<file path="config.mk">
export PLATFORM = sky130hd
export DESIGN_NAME = sensor_log_record_parser_core
export DESIGN_NICKNAME = d
export VERILOG_FILES = /design/src/design/slrp_pkg.sv /design/src/design/sensor_log_record_parser_core.sv /design/src/design/slrp_front.sv /design/src/design/slrp_queue.sv /design/src/design/slrp_back.sv
export SDC_FILE = /design/constraint.sdc
export NUM_CORES = 1
export LEC_CHECK = 0
export ABC_AREA = 1
export BUFFER_PORTS_ARGS = -buffer_cell sky130_fd_sc_hd__buf_2
export CORE_MARGIN = 2
export CORE_UTILIZATION = 45
export DETAILED_ROUTE_END_ITERATION = 10
export SYNTH_ARGS = -nofsm -noshare
export SYNTH_HDL_FRONTEND = slang
export SYNTH_SLANG_ARGS = --single-unit
</file>
<file path="constraint.sdc">
create_clock -name i_clk -period 12.1 [get_ports i_clk]
set_input_delay 1.21 -clock i_clk [delete_from_list [all_inputs] [get_ports i_clk]]
set_output_delay 1.21 -clock i_clk [all_outputs]
set_load 0.1 [all_outputs]
</file>
<file path="src/design/slrp_pkg.sv">
// Shared types and constants for the sensor log record parser.
package slrp_pkg;

    localparam int BUF_DEPTH = 22;
    localparam int IDX_W     = $clog2(BUF_DEPTH);
    localparam int CNT_W     = $clog2(BUF_DEPTH + 1);
    localparam int Q_DEPTH   = 2;

    // Accepted values of the top nibble of the first header byte.
    localparam logic [3:0] HDR_TOP_SENSOR = 4'hC;
    localparam logic [3:0] HDR_TOP_FULL   = 4'hF;

    // Flag positions within the header's top nibble.
    localparam int FLAG_ACC  = 3;
    localparam int FLAG_GYRO = 2;
    localparam int FLAG_PRES = 1;
    localparam int FLAG_TEMP = 0;

    localparam logic [CNT_W-1:0] LEN_ACC  = CNT_W'(6);
    localparam logic [CNT_W-1:0] LEN_GYRO = CNT_W'(6);
    localparam logic [CNT_W-1:0] LEN_PRES = CNT_W'(7);
    localparam logic [CNT_W-1:0] LEN_TEMP = CNT_W'(3);

    // Fixed byte offsets of the decoded fields in the payload buffer.
    localparam int OFS_ACC  = 0;
    localparam int OFS_GYRO = 6;
    localparam int OFS_PRES = 12;
    localparam int OFS_TEMP = 15;
    localparam int OFS_ALT  = 18;

    typedef logic [BUF_DEPTH-1:0][7:0] t_payload;

    // One finished record, or a bad header, handed from front to back.
    typedef struct packed {
        logic       bad;
        logic [3:0] flags;
        logic [7:0] evt;
        logic [11:0] dt;
        t_payload   bytes;
    } t_rec;

endpackage

</file>
<file path="src/design/sensor_log_record_parser_core.sv">
// Top level of the sensor log record parser: front end, record queue, back end.
// Throughput: one log byte per clock; ready drops only while the record queue is full.
// A finished record passes through the record queue and then the result register.
// The queue of QUEUE_DEPTH records lets the back end stall without stopping intake.
// Reset is synchronous and active low; all state but the queue storage clears, no clearing pass.
module sensor_log_record_parser_core #(
    parameter int QUEUE_DEPTH = slrp_pkg::Q_DEPTH
) (
    input  logic               i_clk,
    input  logic               i_rst_n,
    input  logic               i_valid,
    output logic               o_ready,
    input  logic [7:0]         i_log_byte,
    output logic               o_valid,
    input  logic               i_ready,
    output logic               o_status,
    output logic [31:0]        o_abs_time,
    output logic signed [15:0] o_accel_x,
    output logic signed [15:0] o_accel_y,
    output logic signed [15:0] o_accel_z,
    output logic signed [15:0] o_gyro_x,
    output logic signed [15:0] o_gyro_y,
    output logic signed [15:0] o_gyro_z,
    output logic [23:0]        o_pressure,
    output logic [23:0]        o_temperature,
    output logic [31:0]        o_altitude_bits,
    output logic [7:0]         o_event_sum
);
    import slrp_pkg::*;

    logic w_push, w_full, w_nonempty, w_pop;
    t_rec w_push_rec, w_head_rec;

    assign o_ready = !w_full;

    slrp_front u_front (
        .i_clk      (i_clk),
        .i_rst_n    (i_rst_n),
        .i_accept   (i_valid && o_ready),
        .i_log_byte (i_log_byte),
        .o_push     (w_push),
        .o_rec      (w_push_rec)
    );

    slrp_queue #(
        .DEPTH (QUEUE_DEPTH)
    ) u_queue (
        .i_clk      (i_clk),
        .i_rst_n    (i_rst_n),
        .i_push     (w_push),
        .i_rec      (w_push_rec),
        .i_pop      (w_pop),
        .o_full     (w_full),
        .o_nonempty (w_nonempty),
        .o_rec      (w_head_rec)
    );

    slrp_back u_back (
        .i_clk           (i_clk),
        .i_rst_n         (i_rst_n),
        .i_rec_valid     (w_nonempty),
        .i_rec           (w_head_rec),
        .o_pop           (w_pop),
        .o_valid         (o_valid),
        .i_ready         (i_ready),
        .o_status        (o_status),
        .o_abs_time      (o_abs_time),
        .o_accel_x       (o_accel_x),
        .o_accel_y       (o_accel_y),
        .o_accel_z       (o_accel_z),
        .o_gyro_x        (o_gyro_x),
        .o_gyro_y        (o_gyro_y),
        .o_gyro_z        (o_gyro_z),
        .o_pressure      (o_pressure),
        .o_temperature   (o_temperature),
        .o_altitude_bits (o_altitude_bits),
        .o_event_sum     (o_event_sum)
    );

endmodule

</file>
<file path="src/design/slrp_front.sv">
// Front end: byte intake, header check and payload collection.
module slrp_front (
    input  logic           i_clk,
    input  logic           i_rst_n,
    input  logic           i_accept,
    input  logic [7:0]     i_log_byte,
    output logic           o_push,
    output slrp_pkg::t_rec o_rec
);
    import slrp_pkg::*;

    localparam logic [1:0] PH_HDR0    = 2'd0;
    localparam logic [1:0] PH_HDR1    = 2'd1;
    localparam logic [1:0] PH_HDR2    = 2'd2;
    localparam logic [1:0] PH_PAYLOAD = 2'd3;

    logic [1:0]       r_phase, n_phase;
    logic [23:0]      r_hdr, n_hdr;
    logic [CNT_W-1:0] r_count, n_count;
    logic [CNT_W-1:0] r_len, n_len;
    t_payload         r_buf, n_buf;
    logic             r_halted, n_halted;

    logic [23:0]      w_hdr_full;
    logic [3:0]       w_top;
    logic [CNT_W-1:0] w_len;
    logic [CNT_W-1:0] w_count_inc;

    assign w_hdr_full  = {r_hdr[23:8], i_log_byte};
    assign w_top       = w_hdr_full[23:20];
    assign w_count_inc = r_count + 1'b1;

    always_comb begin
        w_len = '0;
        if (w_top[FLAG_ACC])  w_len = w_len + LEN_ACC;
        if (w_top[FLAG_GYRO]) w_len = w_len + LEN_GYRO;
        if (w_top[FLAG_PRES]) w_len = w_len + LEN_PRES;
        if (w_top[FLAG_TEMP]) w_len = w_len + LEN_TEMP;
    end

    always_comb begin
        n_phase  = r_phase;
        n_hdr    = r_hdr;
        n_count  = r_count;
        n_len    = r_len;
        n_buf    = r_buf;
        n_halted = r_halted;
        o_push   = 1'b0;
        o_rec.bad   = 1'b0;
        o_rec.flags = r_hdr[23:20];
        o_rec.evt   = r_hdr[19:12];
        o_rec.dt    = r_hdr[11:0];
        o_rec.bytes = r_buf;
        if (i_accept && !r_halted) begin
            unique case (r_phase)
                PH_HDR0: begin
                    n_hdr[23:16] = i_log_byte;
                    n_phase      = PH_HDR1;
                end
                PH_HDR1: begin
                    n_hdr[15:8] = i_log_byte;
                    n_phase     = PH_HDR2;
                end
                PH_HDR2: begin
                    n_hdr   = w_hdr_full;
                    n_count = '0;
                    n_len   = w_len;
                    if (w_top != HDR_TOP_SENSOR && w_top != HDR_TOP_FULL) begin
                        n_halted  = 1'b1;
                        o_push    = 1'b1;
                        o_rec.bad = 1'b1;
                        n_phase   = PH_HDR0;
                    end else if (w_len == '0) begin
                        o_push      = 1'b1;
                        o_rec.flags = w_hdr_full[23:20];
                        o_rec.evt   = w_hdr_full[19:12];
                        o_rec.dt    = w_hdr_full[11:0];
                        n_phase     = PH_HDR0;
                    end else begin
                        n_phase = PH_PAYLOAD;
                    end
                end
                PH_PAYLOAD: begin
                    if (r_count < CNT_W'(BUF_DEPTH)) begin
                        n_buf[r_count[IDX_W-1:0]] = i_log_byte;
                    end
                    n_count = w_count_inc;
                    if (w_count_inc >= r_len) begin
                        // The snapshot includes the byte arriving now.
                        o_push      = 1'b1;
                        o_rec.bytes = n_buf;
                        n_count     = '0;
                        n_phase     = PH_HDR0;
                    end
                end
                default: n_phase = PH_HDR0;
            endcase
        end
    end

    always_ff @(posedge i_clk) begin
        if (!i_rst_n) begin
            r_phase  <= PH_HDR0;
            r_hdr    <= '0;
            r_count  <= '0;
            r_len    <= '0;
            r_buf    <= '0;
            r_halted <= 1'b0;
        end else begin
            r_phase  <= n_phase;
            r_hdr    <= n_hdr;
            r_count  <= n_count;
            r_len    <= n_len;
            r_buf    <= n_buf;
            r_halted <= n_halted;
        end
    end

endmodule

</file>
<file path="src/design/slrp_queue.sv">
// Short record queue that decouples the front end from the back end.
module slrp_queue #(
    parameter int DEPTH = slrp_pkg::Q_DEPTH
) (
    input  logic           i_clk,
    input  logic           i_rst_n,
    input  logic           i_push,
    input  slrp_pkg::t_rec i_rec,
    input  logic           i_pop,
    output logic           o_full,
    output logic           o_nonempty,
    output slrp_pkg::t_rec o_rec
);
    import slrp_pkg::*;

    localparam int PW = (DEPTH > 1) ? $clog2(DEPTH) : 1;
    localparam int CW = $clog2(DEPTH + 1);

    t_rec          r_mem [DEPTH];
    logic [PW-1:0] r_wp, r_rp;
    logic [CW-1:0] r_cnt;

    assign o_full     = (r_cnt == CW'(DEPTH));
    assign o_nonempty = (r_cnt != '0);
    assign o_rec      = r_mem[r_rp];

    always_ff @(posedge i_clk) begin
        if (i_push) begin
            r_mem[r_wp] <= i_rec;
        end
    end

    always_ff @(posedge i_clk) begin
        if (!i_rst_n) begin
            r_wp  <= '0;
            r_rp  <= '0;
            r_cnt <= '0;
        end else begin
            if (i_push) begin
                r_wp <= (r_wp == PW'(DEPTH - 1)) ? '0 : r_wp + 1'b1;
            end
            if (i_pop) begin
                r_rp <= (r_rp == PW'(DEPTH - 1)) ? '0 : r_rp + 1'b1;
            end
            if (i_push && !i_pop) begin
                r_cnt <= r_cnt + 1'b1;
            end else if (i_pop && !i_push) begin
                r_cnt <= r_cnt - 1'b1;
            end
        end
    end

endmodule

</file>
<file path="src/design/slrp_back.sv">
// Back end: sensor decode, time and event accumulation, result register.
module slrp_back (
    input  logic                i_clk,
    input  logic                i_rst_n,
    input  logic                i_rec_valid,
    input  slrp_pkg::t_rec      i_rec,
    output logic                o_pop,
    output logic                o_valid,
    input  logic                i_ready,
    output logic                o_status,
    output logic [31:0]         o_abs_time,
    output logic signed [15:0]  o_accel_x,
    output logic signed [15:0]  o_accel_y,
    output logic signed [15:0]  o_accel_z,
    output logic signed [15:0]  o_gyro_x,
    output logic signed [15:0]  o_gyro_y,
    output logic signed [15:0]  o_gyro_z,
    output logic [23:0]         o_pressure,
    output logic [23:0]         o_temperature,
    output logic [31:0]         o_altitude_bits,
    output logic [7:0]          o_event_sum
);
    import slrp_pkg::*;

    logic        r_out_valid;
    logic        r_out_bad;
    logic [31:0] r_time;
    logic [7:0]  r_event;
    logic [15:0] r_acc  [3];
    logic [15:0] r_gyro [3];
    logic [23:0] r_pres;
    logic [23:0] r_temp;
    logic [31:0] r_alt;

    t_payload w_b;
    assign w_b = i_rec.bytes;

    // The sensor registers double as the result register, since they only
    // change when a new record is popped into an output slot that is empty or being read.
    assign o_pop = i_rec_valid && (!r_out_valid || i_ready);

    always_ff @(posedge i_clk) begin
        if (!i_rst_n) begin
            r_out_valid <= 1'b0;
            r_out_bad   <= 1'b0;
            r_time      <= '0;
            r_event     <= '0;
            r_pres      <= '0;
            r_temp      <= '0;
            r_alt       <= '0;
            for (int i = 0; i < 3; i++) begin
                r_acc[i]  <= '0;
                r_gyro[i] <= '0;
            end
        end else begin
            if (o_pop) begin
                r_out_valid <= 1'b1;
                r_out_bad   <= i_rec.bad;
                if (!i_rec.bad) begin
                    r_time  <= r_time + {20'd0, i_rec.dt};
                    r_event <= r_event + i_rec.evt;
                    if (i_rec.flags[FLAG_ACC]) begin
                        for (int i = 0; i < 3; i++) begin
                            r_acc[i] <= {w_b[OFS_ACC + 2 * i], w_b[OFS_ACC + 2 * i + 1]};
                        end
                    end
                    if (i_rec.flags[FLAG_GYRO]) begin
                        for (int i = 0; i < 3; i++) begin
                            r_gyro[i] <= {w_b[OFS_GYRO + 2 * i], w_b[OFS_GYRO + 2 * i + 1]};
                        end
                    end
                    if (i_rec.flags[FLAG_PRES]) begin
                        r_pres <= {w_b[OFS_PRES], w_b[OFS_PRES + 1], w_b[OFS_PRES + 2]};
                    end
                    if (i_rec.flags[FLAG_TEMP]) begin
                        r_temp <= {w_b[OFS_TEMP], w_b[OFS_TEMP + 1], w_b[OFS_TEMP + 2]};
                        r_alt  <= {w_b[OFS_ALT], w_b[OFS_ALT + 1],
                                   w_b[OFS_ALT + 2], w_b[OFS_ALT + 3]};
                    end
                end
            end else if (i_ready) begin
                r_out_valid <= 1'b0;
            end
        end
    end

    // A bad-header result shows zeros in every field but the status.
    assign o_valid         = r_out_valid;
    assign o_status        = r_out_bad;
    assign o_abs_time      = r_out_bad ? '0 : r_time;
    assign o_accel_x       = r_out_bad ? '0 : $signed(r_acc[0]);
    assign o_accel_y       = r_out_bad ? '0 : $signed(r_acc[1]);
    assign o_accel_z       = r_out_bad ? '0 : $signed(r_acc[2]);
    assign o_gyro_x        = r_out_bad ? '0 : $signed(r_gyro[0]);
    assign o_gyro_y        = r_out_bad ? '0 : $signed(r_gyro[1]);
    assign o_gyro_z        = r_out_bad ? '0 : $signed(r_gyro[2]);
    assign o_pressure      = r_out_bad ? '0 : r_pres;
    assign o_temperature   = r_out_bad ? '0 : r_temp;
    assign o_altitude_bits = r_out_bad ? '0 : r_alt;
    assign o_event_sum     = r_out_bad ? '0 : r_event;

endmodule
</file>
* Word level (Yosys, flattened, before mapping)
Memory sizes are Yosys's and may differ from the RTL's. A register that Yosys moved wholly into a read port is not among the register bits. Cells that the tools add are included. Widths: inputs -> output; s select.
Word-level totals: RAM bits 498, bits in latches 0, memory bits (read-only) 0, flip-flop bits (word level) 339, logic and storage cells 163, memories kept 3
Memories:
- u_queue.r_mem | words 2, width 201, read ports 1, clocked after memory_dff 1, write ports 1, line slrp_queue.sv:19 | t_rec r_mem [DEPTH];
- u_back.r_acc | words 3, width 16, read ports 3, clocked after memory_dff 0, write ports 3, line slrp_back.sv:29 | logic [15:0] r_acc [3];
- u_back.r_gyro | words 3, width 16, read ports 3, clocked after memory_dff 0, write ports 3, line slrp_back.sv:30 | logic [15:0] r_gyro [3];
Operators by class: add/subtract/negate cells 10, equal/unequal tests 7, reductions and logical operators 29, $mul 0, order comparisons 4, mux-type cells 64, shifts and indexed selects 0, divide/modulo/power cells 0, bitwise operators 7
Operator list (count):
- $mux 176 | 3
- $mux 201 | 1
- $mux 16 | 12
- $bwmux 176 | 1
- $mux 32 | 2
- $mux 24 | 2
- $demux 8 s5 | 1
- $add 32x12->32 | 1
- $mux 8 | 4
- $mux 25 | 1
- $mux 1 | 24
- $mux 5 | 3
- $reduce_and 2->1 | 7
- $mux 2 | 5
- $pmux 5 s2 | 1
- $reduce_and 3->1 | 3
- $add 8x8->8 | 1
- $ne 4x4->1 const B | 2
- $pmux 2 s4 | 1
- $reduce_bool 2->1 | 4
- $logic_and 1x1->1 | 7
- $eq 2x2->1 const B | 3
- $lt 5x6->1 const B | 1
- $or 1x1->1 | 6
- 20 further kinds | 25

* Logic depth before layout (Yosys ltp)
depth after elaboration 16, depth in mapped cells 20

* Cells and area by module
From an unflattened synthesis, not the netlist that was laid out.
Second synthesis, totals: cells, all modules 4183, area, all modules 38318.0 um^2
By module, submodules not included:
- slrp_queue | instances 1, area an instance 14804.2 um^2, cells each 660
- slrp_front | instances 1, area an instance 12518.3 um^2, cells each 2038
- slrp_back | instances 1, area an instance 10981.8 um^2, cells each 1482
- sensor_log_record_parser_core | instances 1, area an instance 13.8 um^2, cells each 3

* Worst setup path before layout
No wires, ideal clock.
path type register -> register, from register u_front.r_count[0], to memory u_queue.r_mem[1][0] (netlist name), enable pin, library setup time 0.830 ns, path buffers 2, clock period less this slack 12.679 ns, arrival 11.849 ns, path slack -0.579 ns, stages on the path, launching flop included 12, cells stage by stage dfxtp_1 > ha_1 > nand2_1 > buf_2 > nand2_1 > ha_1 > nand2_1 > or3_1 > nand3_2 > nand2_4 > buf_2 > a21oi_1
Between the ends: word-level cells in the longest chain between the ends 7
Ends and longest elaborated chain:
- start: declaration | line slrp_front.sv:19 | logic [CNT_W-1:0] r_count, n_count;
- start signal: assignment | line slrp_front.sv:112 | r_count <= n_count;
- $add 5x1->5 | line slrp_front.sv:31 | assign w_count_inc = r_count + 1'b1;
- $ge 5x5->1 | line slrp_front.sv:88 | if (w_count_inc >= r_len) begin
- $mux 1 | line slrp_front.sv:88
- $pmux 1 s2 | line slrp_front.sv:55 | unique case (r_phase)
- $mux 1 | line slrp_front.sv:54 | if (i_accept && !r_halted) begin
- $mux 1 | line slrp_queue.sv:28 | if (i_push) begin
- $mux 1 (implied by the code) | line slrp_queue.sv:29 | r_mem[r_wp] <= i_rec;
- end: declaration | line slrp_queue.sv:19
No other way between the ends.

* Worst setup path after layout
from register u_front.r_count[2], to memory u_queue.r_mem[0][156] (netlist name), enable pin
Same word-level chain as after synthesis.

==> impl_summary.md <==
Power and ir drop
The leakage power of the design is 16.5 nW. In this run the power density over the cells is 230 nW/µm². The maximum VDD drop is 0.000142 V.

Clocking
The post-cts hold buffer count is 0. The clock latency of the later-clocked register in the worst-skew pair is 630 ps. CTS placed an instance of sky130_fd_sc_hd__clkbuf_16 at the clock tree root. The number of setup buffers added after CTS is 0. The clock tree from TritonCTS is yes. The largest buffer count on any clock path is 3. The depth of the CTS H-tree is 3.

The post-cts gate resize count is 0. The clock sink count is 838. The number of clock buffers inserted by TritonCTS is 91.

Clock-pin slew was measured on the worst setup and hold paths at 60 ps.

Timing
Setup violations remaining at the end of the flow were counted as 0. The post-route clock skew is 19.5 ps. After routing, the total negative slack on setup checks comes to 0 ps. After layout, the minimum clock period comes to 6170 ps. The hold violation total from the final report is 0. Derived from the worst setup path, the maximum achievable clock frequency is 162 MHz. The worst-margin pin slew is 1140 ps. Setup repair after global routing left no endpoint under its margin.

The number of pins with negative max-slew slack in the final report is 0. The ratio of final minimum period to clock period is 0.510. The headroom to the max-slew limit is 0.238.

Setup path
The critical path is of the register to register type. The critical path capture point type is a register. The worst setup path is launched from a register. At the worst endpoint, the required time is 12350 ps. Of all nets on the critical path, the largest fanout is 179.

The endpoint arrival time on the critical path is 6420 ps.

Finish
Of the cells placed in the final design, the portion with a size suffix greater than 1 is 0.110. After the last flow step, the layout net total stands at 4276. The area growth from synthesis to layout is 12.2%. For this run, the number of standard cells in the final layout without fillers is 5362.

Yosys
The number of distinct standard cells referenced by the synthesized netlist is 50. The most used flip-flop cell after synthesis is sky130_fd_sc_hd__edfxtp_1. The most common cell in the synthesized netlist is sky130_fd_sc_hd__nand2_1.

During synthesis, Yosys emitted a total of 0 warnings. The number of nets in the synthesized netlist is 4173. The number of enable flip-flop cells after synthesis is 498.

The synthesized instance count is 4123. The cell taking the most area after synthesis is sky130_fd_sc_hd__edfxtp_1. Sorting the synthesized cells by area gives the leading types as sky130_fd_sc_hd__edfxtp_1, sky130_fd_sc_hd__dfxtp_1, sky130_fd_sc_hd__nand2_1. The per-instance average area after synthesis is 8.88 µm². The synthesis-stage register bit count is 838. By count the netlist is led by sky130_fd_sc_hd__nand2_1, sky130_fd_sc_hd__inv_1, sky130_fd_sc_hd__edfxtp_1. The share of Yosys cell area claimed by the top area cell type is 0.408. For this run, asynchronously set or reset flops after synthesis account for 0. The fraction of the yosys area taken by sequential cells is 0.594. The post-synthesis instance area is 36600 µm².

Place
The port buffer count is 230. The final HPWL from detailed placement is 55100 µm. The placer congestion estimate is 0.843. After detailed placement, the design holds a cell count of 5193.

Run
Across the run, the number of max-cap violations was 0.

Route
The number of detailed-routing iterations run before antenna repair is 6. The final routed wirelength across all metal layers is 92400 µm. The via count of the routed design is 27500.

The average wire per cell in the routed design is 17.2 µm. The count of nets left with antenna violations after detail routing is 0. For this run, design rule violations remaining after detail routing come to 0.

The detailed router finished its first iteration with 1952 violations. The average vias per placed instance is 5.13.

GRT
The largest net degree at the start of global routing is 180. The wire length of the first global-routing pass is 143000 µm. The aggregate global routing overflow is 0. The number of global-route vias before repair is 25200. The number of antenna violations at the first check in global routing is 1.

For this run, the total global-route usage over all layers was measured as 0.219.

Die
The floorplan step set the die width to 289 µm. The floorplan step defined a die boundary enclosing 83700 µm². The initial core utilization is 0.455.

The die is 289 µm tall. The row count is 104. The core region area is 80500 µm². The number of top-level design ports is 231.

Run status
The run finished with clean final reports.

Worst hold path
The tightest min-delay check is of the register to register type.
## kinds of logic after synthesis
kind of cell | count (synthesis) | share of synthesized area
AOI/OAI and AO/OA | 1127 | 0.161
xor gates and xnor gates | 7 | 0.00167
adders and majority gates | 38 | 0.0134
and+or+nand+nor | 1306 | 0.141
buffers and inverters | 807 | 0.0895
DFF | 838 | 0.594
## cell type report
type / count / area [µm²]
antenna: 1 / 2.50
clock buffer: 134 / 2630
clock inverter: 34 / 256
fill: 7512 / 39400
inverter: 553 / 2090
multi-input combinational: 2478 / 11600
sequential: 838 / 21800
tap: 1060 / 1330
timing repair buffer: 264 / 1410
## final timing paths
| check | depth (start not counted) | slack, ps | startpoint | end |
|---|---|---|---|---|
| setup / recovery | 14 | 5930 | u_front.r_count[2] | u_queue.r_mem[0][156] |
| hold / removal | 1 | 440 | u_queue.r_rp | register |
| setup reg to reg | 14 | 5930 | u_front.r_count[2] | u_queue.r_mem[0][156] |
| hold reg to reg | 1 | 440 | u_queue.r_rp | register |
## layout by cell type (no fill, tap or decap), drive strengths merged, types with 9 or more instances in the layout
cell type,instances
a21oi,373
a31oi,82
nor2,311
buf,264
edfxtp,498
inv,547
nand4,10
nand2,920
nor3,10
clkinv,34
dfxtp,340
ha,36
o22ai,9
clkbuf,134
nand3,37
o21ai,655
## power breakdown
group | switching, mW | leakage, nW | internal, mW
Sequential | 0.163 | 7.65 | 3.37
Combinational | 2.71 | 7.40 | 0.534
Clock | 1.11 | 1.42 | 1.57
Total | 3.98 | 16.5 | 5.47
## worst max-delay path, stage by stage, from the launching register on
cell and delay [ps]:
sky130_fd_sc_hd__dfxtp_1 550, sky130_fd_sc_hd__inv_2 120, sky130_fd_sc_hd__nor3_4 240, sky130_fd_sc_hd__nand2_1 390, sky130_fd_sc_hd__nand2_1 210, sky130_fd_sc_hd__ha_1 180, sky130_fd_sc_hd__nand2_1 70, sky130_fd_sc_hd__or3_1 350
sky130_fd_sc_hd__nand3_2 150, sky130_fd_sc_hd__nand2_8 560, sky130_fd_sc_hd__inv_4 1040, sky130_fd_sc_hd__a21oi_1 200, sky130_fd_sc_hd__nor2_4 150, sky130_fd_sc_hd__buf_4 610, sky130_fd_sc_hd__buf_4 710
## through the flow
step | setup WS, ps | utilization | hold slack [ps] | total power, mW | area [µm²]
after floorplan | 784 | - | 426 | 6.20 | 36600
after global placement | 5710 | 0.475 | 433 | 6.83 | 38200
after detailed placement | 5680 | 0.475 | 442 | 6.85 | 38200
after CTS | 5970 | 0.510 | 447 | 9.53 | 41100
after global routing | 5410 | 0.511 | 467 | 9.90 | 41100
final | 5930 | 0.511 | 443 | 9.46 | 41100
## registers in the layout, summed over array words and instances (netlist names), 8 cells and up, named ones only
register and cells:
u_queue.r_mem 402, u_front.r_buf 176, u_back.r_acc 48, u_back.r_gyro 48, u_back.r_alt 32, u_back.r_time 32, u_back.r_pres 24, u_back.r_temp 24
u_front.r_hdr 24, u_back.r_event 8
## routing by layer
metal / GRT usage / part of all wire
met1: 0.300 / 0.46
met2: 0.365 / 0.47
met3: 0.0290 / 0.051
met4: 0.0617 / 0.026
met5: 0 / 0
Note: power is estimated with default switching activity, not from simulation.
